$ cat config.mk
export PLATFORM = sky130hd
export DESIGN_NAME = sdfc_front
export DESIGN_NICKNAME = d
export VERILOG_FILES = /design/src/rtl/sdfc_pkg.sv /design/src/rtl/sdfc_front.sv
export SDC_FILE = /design/constraint.sdc
export NUM_CORES = 1
export LEC_CHECK = 0
export ABC_AREA = 0
export BUFFER_PORTS_ARGS = -buffer_cell sky130_fd_sc_hd__buf_2
export CAP_MARGIN = 20
export CORE_MARGIN = 2
export CORE_UTILIZATION = 40
export CTS_CLUSTER_DIAMETER = 30
export DETAILED_ROUTE_END_ITERATION = 7
export PLACE_DENSITY_LB_ADDON = 0.05
export SLEW_MARGIN = 20
export SYNTH_ARGS = -nofsm -noshare
export SYNTH_HDL_FRONTEND = slang
export SYNTH_SLANG_ARGS = --single-unit
$ cat constraint.sdc
create_clock -name clk -period 6.4 [get_ports clk]
set_input_delay 0.64 -clock clk [delete_from_list [all_inputs] [get_ports clk]]
set_output_delay 0.64 -clock clk [all_outputs]
set_load 0.1 [all_outputs]
$ cat src/rtl/sdfc_pkg.sv
// ----------------------------------------------------------------------------
// sdfc_pkg
// Shared types and constants for the SysEx dump frame checker.
// ----------------------------------------------------------------------------
package sdfc_pkg;

    localparam int LONGEST_FRAME_DEF = 265;
    localparam int POS_W             = 9;
    localparam int CFG_COUNT         = 8;
    localparam int CFG_IDX_W         = 3;
    localparam int CFG_W             = 7;
    localparam int QUEUE_DEPTH       = 2;
    localparam int OUT_TDATA_W       = 48;

    localparam logic [7:0] START_BYTE   = 8'hF0;
    localparam logic [7:0] END_BYTE     = 8'hF7;
    localparam logic [7:0] WILDCARD_SUM = 8'h7F;
    localparam logic [POS_W-1:0] POS_MAX = '1;

    // configuration register indexes
    localparam logic [CFG_IDX_W-1:0] CFG_MAKER     = 3'd0;
    localparam logic [CFG_IDX_W-1:0] CFG_DEVTYPE   = 3'd1;
    localparam logic [CFG_IDX_W-1:0] CFG_SOUND     = 3'd2;
    localparam logic [CFG_IDX_W-1:0] CFG_MULTI     = 3'd3;
    localparam logic [CFG_IDX_W-1:0] CFG_WAVE      = 3'd4;
    localparam logic [CFG_IDX_W-1:0] CFG_WAVETABLE = 3'd5;
    localparam logic [CFG_IDX_W-1:0] CFG_GLOBAL    = 3'd6;
    localparam logic [CFG_IDX_W-1:0] CFG_DISPLAY   = 3'd7;

    // frame kinds
    localparam logic [2:0] KIND_SOUND     = 3'd0;
    localparam logic [2:0] KIND_MULTI     = 3'd1;
    localparam logic [2:0] KIND_WAVE      = 3'd2;
    localparam logic [2:0] KIND_WAVETABLE = 3'd3;
    localparam logic [2:0] KIND_GLOBAL    = 3'd4;
    localparam logic [2:0] KIND_DISPLAY   = 3'd5;
    localparam logic [2:0] KIND_NONE      = 3'd7;
    localparam int         KIND_COUNT     = 6;

    // frame status codes
    localparam logic [2:0] ST_OK     = 3'd0;
    localparam logic [2:0] ST_START  = 3'd1;
    localparam logic [2:0] ST_MAKER  = 3'd2;
    localparam logic [2:0] ST_TYPE   = 3'd3;
    localparam logic [2:0] ST_KIND   = 3'd4;
    localparam logic [2:0] ST_LENGTH = 3'd5;
    localparam logic [2:0] ST_END    = 3'd6;
    localparam logic [2:0] ST_CKSUM  = 3'd7;

    // one classified byte, front to back
    typedef struct packed {
        logic [7:0] data;
        logic       eof;
        logic       pay_valid;
        logic [7:0] pay_index;
        logic       is_cksum;
        logic [2:0] err;
        logic       len_err;
        logic [2:0] kind_out;
        logic       is_dev;
        logic       is_bank;
        logic       is_slot;
    } item_t;

endpackage

$ cat src/rtl/sdfc_front.sv
// ----------------------------------------------------------------------------
// sdfc_front
// Tracks frame position and kind, checks header and trailer bytes, tags
// payload bytes. Holds the configuration registers.
// ----------------------------------------------------------------------------
module sdfc_front #(
    parameter int LONGEST_FRAME = sdfc_pkg::LONGEST_FRAME_DEF
) (
    input  logic                           clk,
    input  logic                           rst_n,
    input  logic                           cfg_we,
    input  logic [sdfc_pkg::CFG_IDX_W-1:0] cfg_index,
    input  logic [sdfc_pkg::CFG_W-1:0]     cfg_data,
    input  logic                           in_take,
    input  logic [7:0]                     in_byte,
    input  logic                           in_eof,
    output sdfc_pkg::item_t                item
);
    import sdfc_pkg::*;

    localparam logic [9:0] LEN_LONG = 10'(LONGEST_FRAME);

    logic [CFG_W-1:0] cfg_reg [CFG_COUNT];
    logic [POS_W-1:0] pos_reg, pos_next;
    logic [2:0]       kind_reg, kind_next;
    logic [2:0]       kind_match;
    logic [9:0]       len;
    logic [9:0]       pos_w;
    logic [9:0]       last;
    logic [2:0]       off;
    logic             kind_ok;

    function automatic logic [9:0] kind_len(input logic [2:0] k);
        logic [9:0] l;
        unique case (k)
            KIND_WAVE:    l = 10'd137;
            KIND_GLOBAL:  l = 10'd39;
            KIND_DISPLAY: l = 10'd88;
            default:      l = LEN_LONG;
        endcase
        return l;
    endfunction

    always_ff @(posedge clk or negedge rst_n)
    begin
        if (!rst_n)
        begin
            cfg_reg[CFG_MAKER]     <= 7'd62;
            cfg_reg[CFG_DEVTYPE]   <= 7'd14;
            cfg_reg[CFG_SOUND]     <= 7'd16;
            cfg_reg[CFG_MULTI]     <= 7'd17;
            cfg_reg[CFG_WAVE]      <= 7'd18;
            cfg_reg[CFG_WAVETABLE] <= 7'd19;
            cfg_reg[CFG_GLOBAL]    <= 7'd20;
            cfg_reg[CFG_DISPLAY]   <= 7'd23;
        end
        else if (cfg_we)
        begin
            cfg_reg[cfg_index] <= cfg_data;
        end
    end

    // first matching message id wins
    always_comb
    begin
        kind_match = KIND_NONE;
        for (int k = KIND_COUNT - 1; k >= 0; k--)
        begin
            if (in_byte == {1'b0, cfg_reg[CFG_IDX_W'(k + 2)]})
                kind_match = 3'(k);
        end
    end

    always_comb
    begin
        kind_ok = (kind_reg != KIND_NONE) && (kind_reg != 3'd6);
        len     = kind_len(kind_reg);
        last    = len - 10'd1;
        off     = (kind_reg <= KIND_WAVETABLE) ? 3'd7 : 3'd5;
        pos_w   = {1'b0, pos_reg};

        item           = '0;
        item.data      = in_byte;
        item.eof       = in_eof;
        item.err       = ST_OK;
        kind_next      = kind_reg;

        if (pos_reg == 9'd0)
        begin
            if (in_byte != START_BYTE) item.err = ST_START;
        end
        else if (pos_reg == 9'd1)
        begin
            if (in_byte != {1'b0, cfg_reg[CFG_MAKER]}) item.err = ST_MAKER;
        end
        else if (pos_reg == 9'd2)
        begin
            if (in_byte != {1'b0, cfg_reg[CFG_DEVTYPE]}) item.err = ST_TYPE;
        end
        else if (pos_reg == 9'd3)
        begin
            item.is_dev = 1'b1;
        end
        else if (pos_reg == 9'd4)
        begin
            kind_next = kind_match;
            if (kind_match == KIND_NONE) item.err = ST_KIND;
        end
        else if (kind_ok)
        begin
            item.is_bank = (off == 3'd7) && (pos_reg == 9'd5);
            item.is_slot = (off == 3'd7) && (pos_reg == 9'd6);
            if ((pos_w >= {7'd0, off}) && (pos_w + 10'd2 < len))
            begin
                item.pay_valid = 1'b1;
                item.pay_index = 8'(pos_w - {7'd0, off});
            end
            else if (pos_w + 10'd2 == len)
            begin
                item.is_cksum = 1'b1;
            end
            else if (pos_w + 10'd1 == len)
            begin
                if (in_byte != END_BYTE) item.err = ST_END;
            end
        end

        if (pos_reg <= 9'd4)
            item.len_err = in_eof;
        else if (kind_ok)
            item.len_err = (in_eof && pos_w != last) || (!in_eof && pos_w == last);

        item.kind_out = (kind_next == KIND_NONE || kind_next == 3'd6) ? KIND_SOUND : kind_next;

        if (in_eof)
        begin
            pos_next  = '0;
            kind_next = KIND_SOUND;
        end
        else
        begin
            pos_next = (pos_reg == POS_MAX) ? POS_MAX : pos_reg + 9'd1;
        end
    end

    always_ff @(posedge clk or negedge rst_n)
    begin
        if (!rst_n)
        begin
            pos_reg  <= '0;
            kind_reg <= KIND_SOUND;
        end
        else if (in_take)
        begin
            pos_reg  <= pos_next;
            kind_reg <= kind_next;
        end
    end

endmodule

# After elaboration in Yosys (flattened, before gate mapping)
# Cells that the tools add are included.
[totals]
ff_bits = 68
out_inout_bits = 29
[op_classes]
add_sub_neg = 5
n_lt_le_gt_ge = 6
n_eq_ne = 27
mux = 46
n_bitwise = 1
n_reduce_logical = 11
[op_table]
columns = ["op", "count"]
rows = [
  ["3-bit two-way mux", 21],
  ["56-bit bitwise mux", 1],
  ["10-bit two-way mux", 4],
  ["9-bit by 3-bit == test with 1-bit output (second input constant)", 3],
  ["9-bit two-way mux", 3],
  ["9-bit case mux with 3 select lines", 1],
  ["13-bit two-way mux", 2],
  ["7-bit demux with 3-bit select", 1],
  ["10-bit == test", 2],
  ["3-bit == test (second input constant)", 6],
  ["9-bit by 2-bit == test with 1-bit output (second input constant)", 2],
  ["8-bit by 7-bit == test with 1-bit output", 2],
  ["8-bit by 7-bit inequality test with 1-bit output", 2],
  ["8-bit inequality test (second input constant)", 2],
  ["2-bit two-way mux", 6],
  ["9-bit by 1-bit adder with 10-bit output (second input constant)", 1],
  ["9-bit by 2-bit adder with 10-bit output (second input constant)", 1],
  ["9-bit by 10-bit == test with 1-bit output", 1],
  ["10-bit < comparator", 1],
  ["9-bit by 10-bit inequality test with 1-bit output", 1],
  ["10-bit by 1-bit subtractor with 10-bit output (second input constant)", 1],
  ["9-bit by 1-bit adder with 9-bit output (second input constant)", 1],
  ["9-bit by 1-bit == test with 1-bit output (second input constant)", 1],
  ["9-bit == test (second input constant)", 1],
  ["17 further kinds", 29],
]

# Longest topological paths before layout
# Gate-level depths: netlist of the first run.
[depth]
depth_word = 12
ltp_mapped = 12
mapped_depth_nobuf = 10

# Least setup slack after synthesis of the first run
# No wires, ideal clock.
[synth_timing]
path_type = "flip-flop to output port"
startpoint = "register pos_reg[2]"
endpoint = "output item[14] (netlist name)"
arrival_ns = 4.241
slack_ns = 1.519
path_stages_with_launch = 12
n_path_buf = 2
path_cell_list = "dfrtp_1 -> buf_2 -> buf_1 -> nand4_1 -> xnor2_1 -> ha_1 -> a21oi_1 -> o21ai_0 -> a41oi_1 -> o211a_1 -> nand2_1 -> nor3_1"
[synth_lines]
columns = ["element", "line", "text"]
rows = [
  ["start, declared", "sdfc_front.sv:24", "logic [POS_W-1:0] pos_reg, pos_next;"],
  ["start signal, assigned", "sdfc_front.sv:155", "pos_reg <= pos_next;"],
  ["end, declared", "sdfc_front.sv:17", "output sdfc_pkg::item_t item"],
]

==> results of run 1 <==
==> worst max-delay path: stages, from the launching register on <==
cell     delay (ps)
dfrtp_1         820
ha_1            420
nand2_1         120
xnor2_1         140
ha_1            340
nand4_1         100
mux2_2          290
o211a_1         320
o32a_1          370
a21oi_1         180
buf_2           460
==> layer usage <==
metal | GRT usage [%] | vias up | share of wire (%)
met4 | 5.193 | 0 | 0.85
met1 | 25.09 | 1274 | 44
li1 | - | 1323 | -
met5 | 0 | - | 0
met2 | 35.93 | 65 | 51
met3 | 2.394 | 6 | 3.9
==> synth_stat cells, types with 3 or more instances <==
master     count  share of area, %
nor3_1        12               1.8
nand2_1       21               2.4
clkbuf_1      13               1.5
inv_1         16               1.8
mux2_2        29               9.9
o2111ai_1      4               1.1
a21oi_1       21               3.2
buf_6          3               1.0
nor4_1         6               1.1
buf_2          6              0.91
nand3_1       11               1.7
dfrtp_1       29                22
nor2b_1        6               1.1
and2_1         5              0.95
nor3b_1        3              0.68
and3_1         9               1.7
xnor2_1       24               6.4
xor2_1        26               6.9
nand4_1        8               1.5
ha_1          18               6.8
o21ai_0       21               3.2
nor2_1        17               1.9
dfstp_2       11               8.8
buf_4          9               2.0
o22ai_1        3              0.57
==> through the flow <==
| stage | area (um2) | util [%] | cells |
|---|---|---|---|
| floorplan | 3299 | - | 365 |
| global placement | 3505 | 43.31 | 489 |
| detailed placement | 3505 | 43.31 | 489 |
| CTS | 3620 | 44.73 | 497 |
| global route | 3620 | 44.73 | 497 |
| finish | 3620 | 44.73 | 497 |
==> power by group through the flow <==
stage                     sequential, mW  clock [mW]  combinational (mW)
final                              0.342       0.217               0.259
after global routing               0.349       0.234               0.281
after CTS                          0.342       0.223               0.261
after detailed placement           0.347           0               0.259
after global placement             0.345           0               0.260
after floorplan                    0.336           0               0.210
==> path summary, 6_finish.rpt <==
path | start | to | slack, ps
max | pos_reg[2]$_DFFE_PN0P_ | item[8] | 1900
min | rst_n | cfg_reg[31]$_DFFE_PN0P_ | 490
max reg2reg | pos_reg[5]$_DFFE_PN0P_ | kind_reg[0]$_DFFE_PN0P_ | 4070
min reg2reg | cfg_reg[36]$_DFFE_PN0P_ | cfg_reg[36]$_DFFE_PN0P_ | 530
max in group asynchronous | rst_n | cfg_reg[37]$_DFFE_PN0P_ | 5340
min in group clk | cfg_reg[36]$_DFFE_PN0P_ | cfg_reg[36]$_DFFE_PN0P_ | 530
==> cell families (layout without fill, tap and decap cells) <==
| family | Yosys count | count (layout) | synth area share [%] |
|---|---|---|---|
| adder cells (fa/ha/maj) | 19 | 19 | 7.433 |
| XOR/XNOR | 50 | 50 | 13.27 |
| AO/OA/AOI/OAI | 68 | 68 | 12.82 |
| buffers and inverters | 50 | 77 | 7.660 |
| AND/OR/NAND/NOR | 108 | 108 | 17.86 |
| multiplexers | 30 | 30 | 10.20 |
| flip-flops | 40 | 40 | 30.75 |
==> cell type report <==
class	count	area [um2]	share of cell area (%)
multi-input cells	275	2032	56.14
clock inverters	3	46.29	1.279
inverters	17	63.81	1.763
repair buffers	52	262.8	7.259
clock buffers	5	68.82	1.901
flip-flops and latches	40	1015	28.03
well taps	105	131.4	3.629
==> flow_summary.ini, run 1 <==
[status]
status = complete, no violations

[die]
die_h_um = 94.82
die_w_um = 94.82
fp-row-count = 33
die-area_mm2 = 0.008991
core_mm2 = 0.008093
start_util_pct = 40.77
ioPinCount = 52

[setup_path]
cp.arrival_ps = 3860
worstPathRequired_ps = 5760
critPathKind = reg -> out
r2r.worst_path.cells = 6
worstSetupEndpointType = output pin
critPathMaxFanout = 19
crit_path_start_kind = register

[layout]
final_nets = 433
final_cell_mix = 51 x buf_2, 29 x mux2_2, 29 x dfrtp_1, 26 x xor2_1, 24 x xnor2_1
n_antenna_cell = 0
final_common_cell = buf_2
largest_reg_flops = 28
drive_above_1_share_pct = 27.81
fillers = 856
area_delta_synth_final_pct = 9.708

[power]
combPwrFrac_pct = 31.6
power_frac_seq_pct = 41.8
p_switching_uw = 296.6
power_uw = 817.6
power_frac_clock_pct = 26.6
leakagePower_nw = 1.621
p_int_uw = 521.0
swShare_pct = 36.27
vdd.ir_drop.worst_mv = 0.1393
power_density_mw_per_mm2 = 225.9

[timing]
clock_skew_ps = 8.658
worstMarginPinSlew_ps = 938.1
timing.hold.ws_ps = 487.9
max_slew_margin_pct = 37.46
finalHoldViolCount = 0
min_period_over_period_pct = 70.29
rsz0062_at_grt = false
fin_ws_ps = 1901
layout_min_cycle_time_ps = 4499
clock.fmax_ghz = 0.2223
setup_viol = 0
drv_slew = 0
finalSetupTns_ps = 0

[route]
drt_iter0_markers = 86
drt_wl_total_um = 8584
num_vias = 2668
ant_nets = 0
drt_pass1_iterations = 5
drc_errors = 0
wl_per_cell_um = 17.27
vias_per_cell = 5.368

[synth]
yosys_warnings = 0
synth_seq_cells = 40
synth_edf_count = 0
synth.distinct_cells = 53
ys.flop_type = dfrtp_1
syn_nets = 407
synthArstFlopShare_pct = 100.0
synth_area_mm2 = 0.003299
seq_area_frac_synth_pct = 30.75
synth.avg_cell_area_um2 = 9.039
syn_inst = 365

[run]
drv_cap = 0

[place]
gp_congestion = 0.8282
dp_slack_ps = 2258
io_buffers = 51
dpl.hpwl_um = 6548

[grt]
grt_pass1_wl_um = 13590
grt_max_degree = 41
track_usage_pct = 19.92
antenna_found_initial = 0
grt_pass1_vias = 2611
grt_overflow_total = 0

[clocking]
cts_made_buffers = 5
clock_latency_ps = 300
clock-sinks = 40
cts_buffer_depth = 2
ctsHtreeMaxLevel = 2
root_buffer = clkbuf_8
clkTransAtPathRegs_ps = 90
postCtsSetupBuffers = 0
ctsResizeCount = 0
holdBufCountCts = 0
cts_tree = done

[worst_hold_path]
hp-class = in -> async
(Power assumes the default switching activity.)
==> inputs of run 2 (changes only) <==
clock period = 4.5 ns   (was 6.4 ns; I/O delays follow)
==> run 2 against run 1 <==
Against the previous run:
- combinational power is 45% higher
- critical path depth stayed put
- setup slack worse by 1500 ps
- clock skew is 2.7 ps higher
- sequential cell count stayed put
- total power is 35% higher
- global-route usage is 0.47 points higher
- die area stayed put
- final area is 0.83% higher
- clock power is 13% higher
- largest cell class unchanged
==> flow_summary.ini, run 2 (synthesis results as in run 1) <==
[die]
die_h_um = 94.82
start_util_pct = 40.77
fp-row-count = 33
die-area_mm2 = 0.008991
core_mm2 = 0.008093
die_w_um = 94.82
ioPinCount = 52

[setup_path]
critPathMaxFanout = 11
cp.arrival_ps = 3660
crit_path_start_kind = register
crit_chain = and4_4 > nand4_1 > xnor2_1 > ha_1 > nand4_1 > mux2_2 > o211a_1 > o32a_1 > a21oi_1 > buf_2
worstSetupEndpointType = output pin
critPathMostFrequentCell = nand4_1
worstPathRequired_ps = 4050
cpMaxStageDelayCell = dfrtp_1
max_stage_delay_ps = 630
critPathKind = reg -> out

[layout]
drive_above_1_share_pct = 29.40
utilization_pct = 45.10
n_antenna_cell = 0
fillers = 861
final_common_cell = buf_2
final_cell_mix = 51 x buf_2, 29 x mux2_2, 29 x dfrtp_1, 26 x xor2_1, 24 x xnor2_1
final_nets = 439
area_delta_synth_final_pct = 10.62
largest_reg_flops = 28

[grt]
grt_pass1_vias = 2657
track_usage_pct = 20.39
grt_pass1_wl_um = 14080
antenna_found_initial = 0
grt_max_degree = 41
grt_overflow_total = 0

[run]
drv_cap = 0

[timing]
rsz0062_at_grt = false
setup_viol = 0
finalHoldViolCount = 0
finalSetupTns_ps = 0
clock.fmax_ghz = 0.2435
layout_min_cycle_time_ps = 4106
worstMarginPinSlew_ps = 917.9
max_slew_margin_pct = 38.80
min_period_over_period_pct = 91.24
drv_slew = 0
clock_skew_ps = 11.35

[worst_hold_path]
hp-class = in -> async

[power]
vdd.ir_drop.worst_mv = 0.1793
power_density_mw_per_mm2 = 302.4
leakagePower_nw = 1.644

[place]
gp_congestion = 0.8438
dpl.hpwl_um = 6618
io_buffers = 51

[route]
drt_iter0_markers = 134
wl_per_cell_um = 17.00
wl_met2_um = 4367
dr_wl_met3_um = 313
num_vias = 2671
vias_per_cell = 5.310
met1_length_um = 3700
highest_layer = met4
drt_pass1_iterations = 4
ant_nets = 0
drc_errors = 0
drt_wl_total_um = 8550

[status]
status = complete, no violations

[clocking]
clkTransAtPathRegs_ps = 90
clock-sinks = 40
cts_made_buffers = 5
postCtsSetupBuffers = 0
ctsHtreeMaxLevel = 2
cts_tree = done
clock_latency_ps = 300
ctsResizeCount = 0
root_buffer = clkbuf_8
holdBufCountCts = 0
cts_buffer_depth = 2
## run 2: cell count changes in the layout (fill, tap and decap cells not counted)
cell       before  now
clkinv_2        0    1
buf_4           1    7
nor3_2          0    2
nor3_1         12   10
bufinv_16       1    0
## run 2: worst max-delay path, delay by kind of cell, from the launching register on
family | cells | cell delay, ps
compound gates | 3 | 860
flops | 1 | 630
simple gates | 3 | 590
buf+inv | 1 | 460
fa+ha+maj | 1 | 350
mux | 1 | 290
xor+xnor | 1 | 160
## run 2: path summary, 6_finish.rpt
kind	to	depth (start not counted)	startpoint	slack, ps
worst min-delay path	cfg_reg[41]$_DFFE_PN0P_	1	rst_n	290
worst max-delay path	item[8]	10	pos_reg[6]$_DFFE_PN0P_	390
worst min register to register	cfg_reg[31]$_DFFE_PN0P_	1	cfg_reg[31]$_DFFE_PN0P_	530
worst max register to register	kind_reg[0]$_DFFE_PN0P_	6	pos_reg[6]$_DFFE_PN0P_	2320
min in group clk	cfg_reg[54]$_DFFE_PN1P_	2	cfg_data[5]	430
max in group asynchronous	kind_reg[1]$_DFFE_PN0P_	1	rst_n	3640
## run 2: final cells by class
cell class              instances  area (um2)  area share [%]
multi-input cells             275        2042           55.95
well taps                     105       131.4           3.600
repair buffers                 58       307.8           8.433
clock inverters                 3       21.27          0.5828
flip-flops and latches         40        1015           27.80
inverters                      17       63.81           1.748
clock buffers                   5       68.82           1.885
## run 2: metal layers
metal | vias up | global-route usage (%)
met5 | - | 0
met2 | 71 | 37.00
met3 | 13 | 2.394
li1 | 1334 | -
met1 | 1253 | 25.35
met4 | 0 | 5.797
## run 2: through the flow
step	total power, mW	worst slack [ps]	cells	hold slack, ps	instance area (um2)
after floorplan	0.7773	194.6	365	154.4	3309
after global placement	0.8647	759.7	495	507.5	3560
after detailed placement	0.8674	756.0	495	514.7	3560
after CTS	1.117	415.6	503	327.9	3650
after global routing	1.172	255.4	503	355.8	3650
final	1.104	394.0	503	292.7	3650
## run 2: power breakdown
group / switching (mW) / internal [mW] / total (mW) / leakage (nW)
clock: 0.135 / 0.110 / 0.245 / 0.0445
sequential: 0.0473 / 0.435 / 0.482 / 0.485
combinational: 0.235 / 0.141 / 0.376 / 1.11
total: 0.417 / 0.687 / 1.10 / 1.64
==> inputs of run 3 (changes only) <==
CELL_PAD_IN_SITES_DETAIL_PLACEMENT = 0   (was not set)
CELL_PAD_IN_SITES_GLOBAL_PLACEMENT = 1   (was not set)
==> run 3 against run 2 <==
Against the previous run:
- die area unchanged
- fmax decreased by 2.0%
- combinational power about the same
- clock skew decreased by 3.2 ps
- final cell count unchanged
- sequential power about the same
- highest routed layer unchanged
- final area increased by 0.69%
- non-clock buffer count unchanged
- critical path depth unchanged
- sequential share of layout area decreased by 0.19 points
- sequential cell count unchanged
- register-to-register slack improved by 20 ps
==> flow_summary.ini, run 3 (synthesis results as in run 1) <==
[setup_path]
critPathKind = reg -> out
crit_chain = nor3b_1 > inv_1 > ha_1 > nand2_1 > o21ai_0 > a31oi_1 > o211a_1 > or3_1 > a21oi_1 > buf_2
worstSetupEndpointType = output pin
max_stage_delay_ps = 620
critPathLaunch = kind_reg[1]$_DFFE_PN0P_
worstPathRequired_ps = 4050
cp.arrival_ps = 3740
reg2reg_from = pos_reg[6]$_DFFE_PN0P_
crit_path_start_kind = register
critPathMaxFanout = 7
cpMaxStageDelayCell = nor3b_1

[place]
dp_cells = 495
dpl.hpwl_um = 6632
io_buffers = 51
gp_congestion = 0.8479
dp_slack_ps = 703.0

[route]
drt_wl_total_um = 8598
wl_per_cell_um = 17.09
drt_pass1_iterations = 4
drc_errors = 0
vias_per_cell = 5.416
drt_iter0_markers = 132
num_vias = 2724
ant_nets = 0

[power]
power_density_mw_per_mm2 = 317.6
vdd.ir_drop.worst_mv = 0.1991
leakagePower_nw = 1.654

[timing]
max_slew_margin_pct = 38.54
finalHoldViolCount = 0
finalSetupTns_ps = 0
layout_min_cycle_time_ps = 4188
worstMarginPinSlew_ps = 921.9
rsz0062_at_grt = false
drv_slew = 0
clock.fmax_ghz = 0.2387
setup_viol = 0
fin_ws_ps = 311.5
min_period_over_period_pct = 93.08
clock_skew_ps = 8.120

[layout]
area_delta_synth_final_pct = 11.38
utilization_pct = 45.41
final_cell_mix = 51 x buf_2, 29 x mux2_2, 29 x dfrtp_1, 26 x xor2_1, 24 x xnor2_1
drive_above_1_share_pct = 29.40
fillers = 823
final_common_cell = buf_2
n_antenna_cell = 0
largest_reg_flops = 28
final_cells = 503
final_nets = 439

[die]
core_mm2 = 0.008093
die-area_mm2 = 0.008991
die_h_um = 94.82
ioPinCount = 52
start_util_pct = 40.77
fp-row-count = 33
die_w_um = 94.82

[clocking]
ctsResizeCount = 0
root_buffer = clkbuf_8
cts_buffer_depth = 2
holdBufCountCts = 0
clkTransAtPathRegs_ps = 90
cts_tree = done
clock-sinks = 40
ctsHtreeMaxLevel = 2
clock_latency_ps = 300
cts_made_buffers = 5
postCtsSetupBuffers = 0

[grt]
grt_max_degree = 41
antenna_found_initial = 0
grt_overflow_total = 0
grt_pass1_vias = 2504
grt_pass1_wl_um = 13660
track_usage_pct = 20.03

[run]
drv_cap = 0

[status]
status = complete, no violations

[worst_hold_path]
hp-class = in -> async
==> run 3: changes by cell type in the layout (fill, tap and decap cells not counted), sizes merged <==
cell / before / now
clkinv: 2 / 1
bufinv: 0 / 1
==> run 3: per-layer routing <==
layer  part of all wire [%]  routed length [um]  vias to the layer above  global-route usage (%)
met5                      0                   0                        -                       0
met1                     52                4486                     1320                   31.28
li1                       -                   -                     1342                       -
met2                     43                3685                       56                   29.20
met3                    4.1                 351                        6                   2.713
met4                   0.88                  76                        0                   4.227
==> run 3: worst paths after layout <==
check                      slack [ps]  cells past startpoint                 endpoint
min reg2reg                       530                      1  cfg_reg[31]$_DFFE_PN0P_
min                               290                      1  cfg_reg[49]$_DFFE_PN0P_
min in group clk                  420                      2  cfg_reg[50]$_DFFE_PN1P_
max in group asynchronous        3640                      1  cfg_reg[38]$_DFFE_PN0P_
max                               310                     10                  item[9]
max reg2reg                      2340                      7  kind_reg[0]$_DFFE_PN0P_
==> run 3: worst max-delay path: cells and delay by family, from the launching register on <==
kind	cells	cell delay, ps
AOI/OAI and AO/OA	4	800
DFF	1	470
buffers and inverters	2	740
and+or+nand+nor	3	1060
adders and majority gates	1	360
==> run 3: layout make-up <==
class | instances | area, um2 | area share, %
flip-flops and latches | 40 | 1015 | 27.61
clock inverters | 3 | 46.29 | 1.260
well taps | 105 | 131.4 | 3.575
multi-input cells | 275 | 2042 | 55.57
inverters | 17 | 63.81 | 1.736
clock buffers | 5 | 68.82 | 1.873
repair buffers | 58 | 307.8 | 8.376
==> run 3: stage by stage <==
step	total power [mW]	cell area [um2]	hold slack, ps
floorplan	0.7773	3309	154.4
global placement	0.8651	3560	509.9
detailed placement	0.8693	3560	516.8
CTS	1.178	3675	316.5
global route	1.229	3675	360.5
finish	1.167	3675	288.0
==> run 3: report_power, final <==
part	switching [mW]	internal, mW
clock	0.139	0.167
sequential	0.0490	0.435
combinational	0.236	0.141
total	0.423	0.744
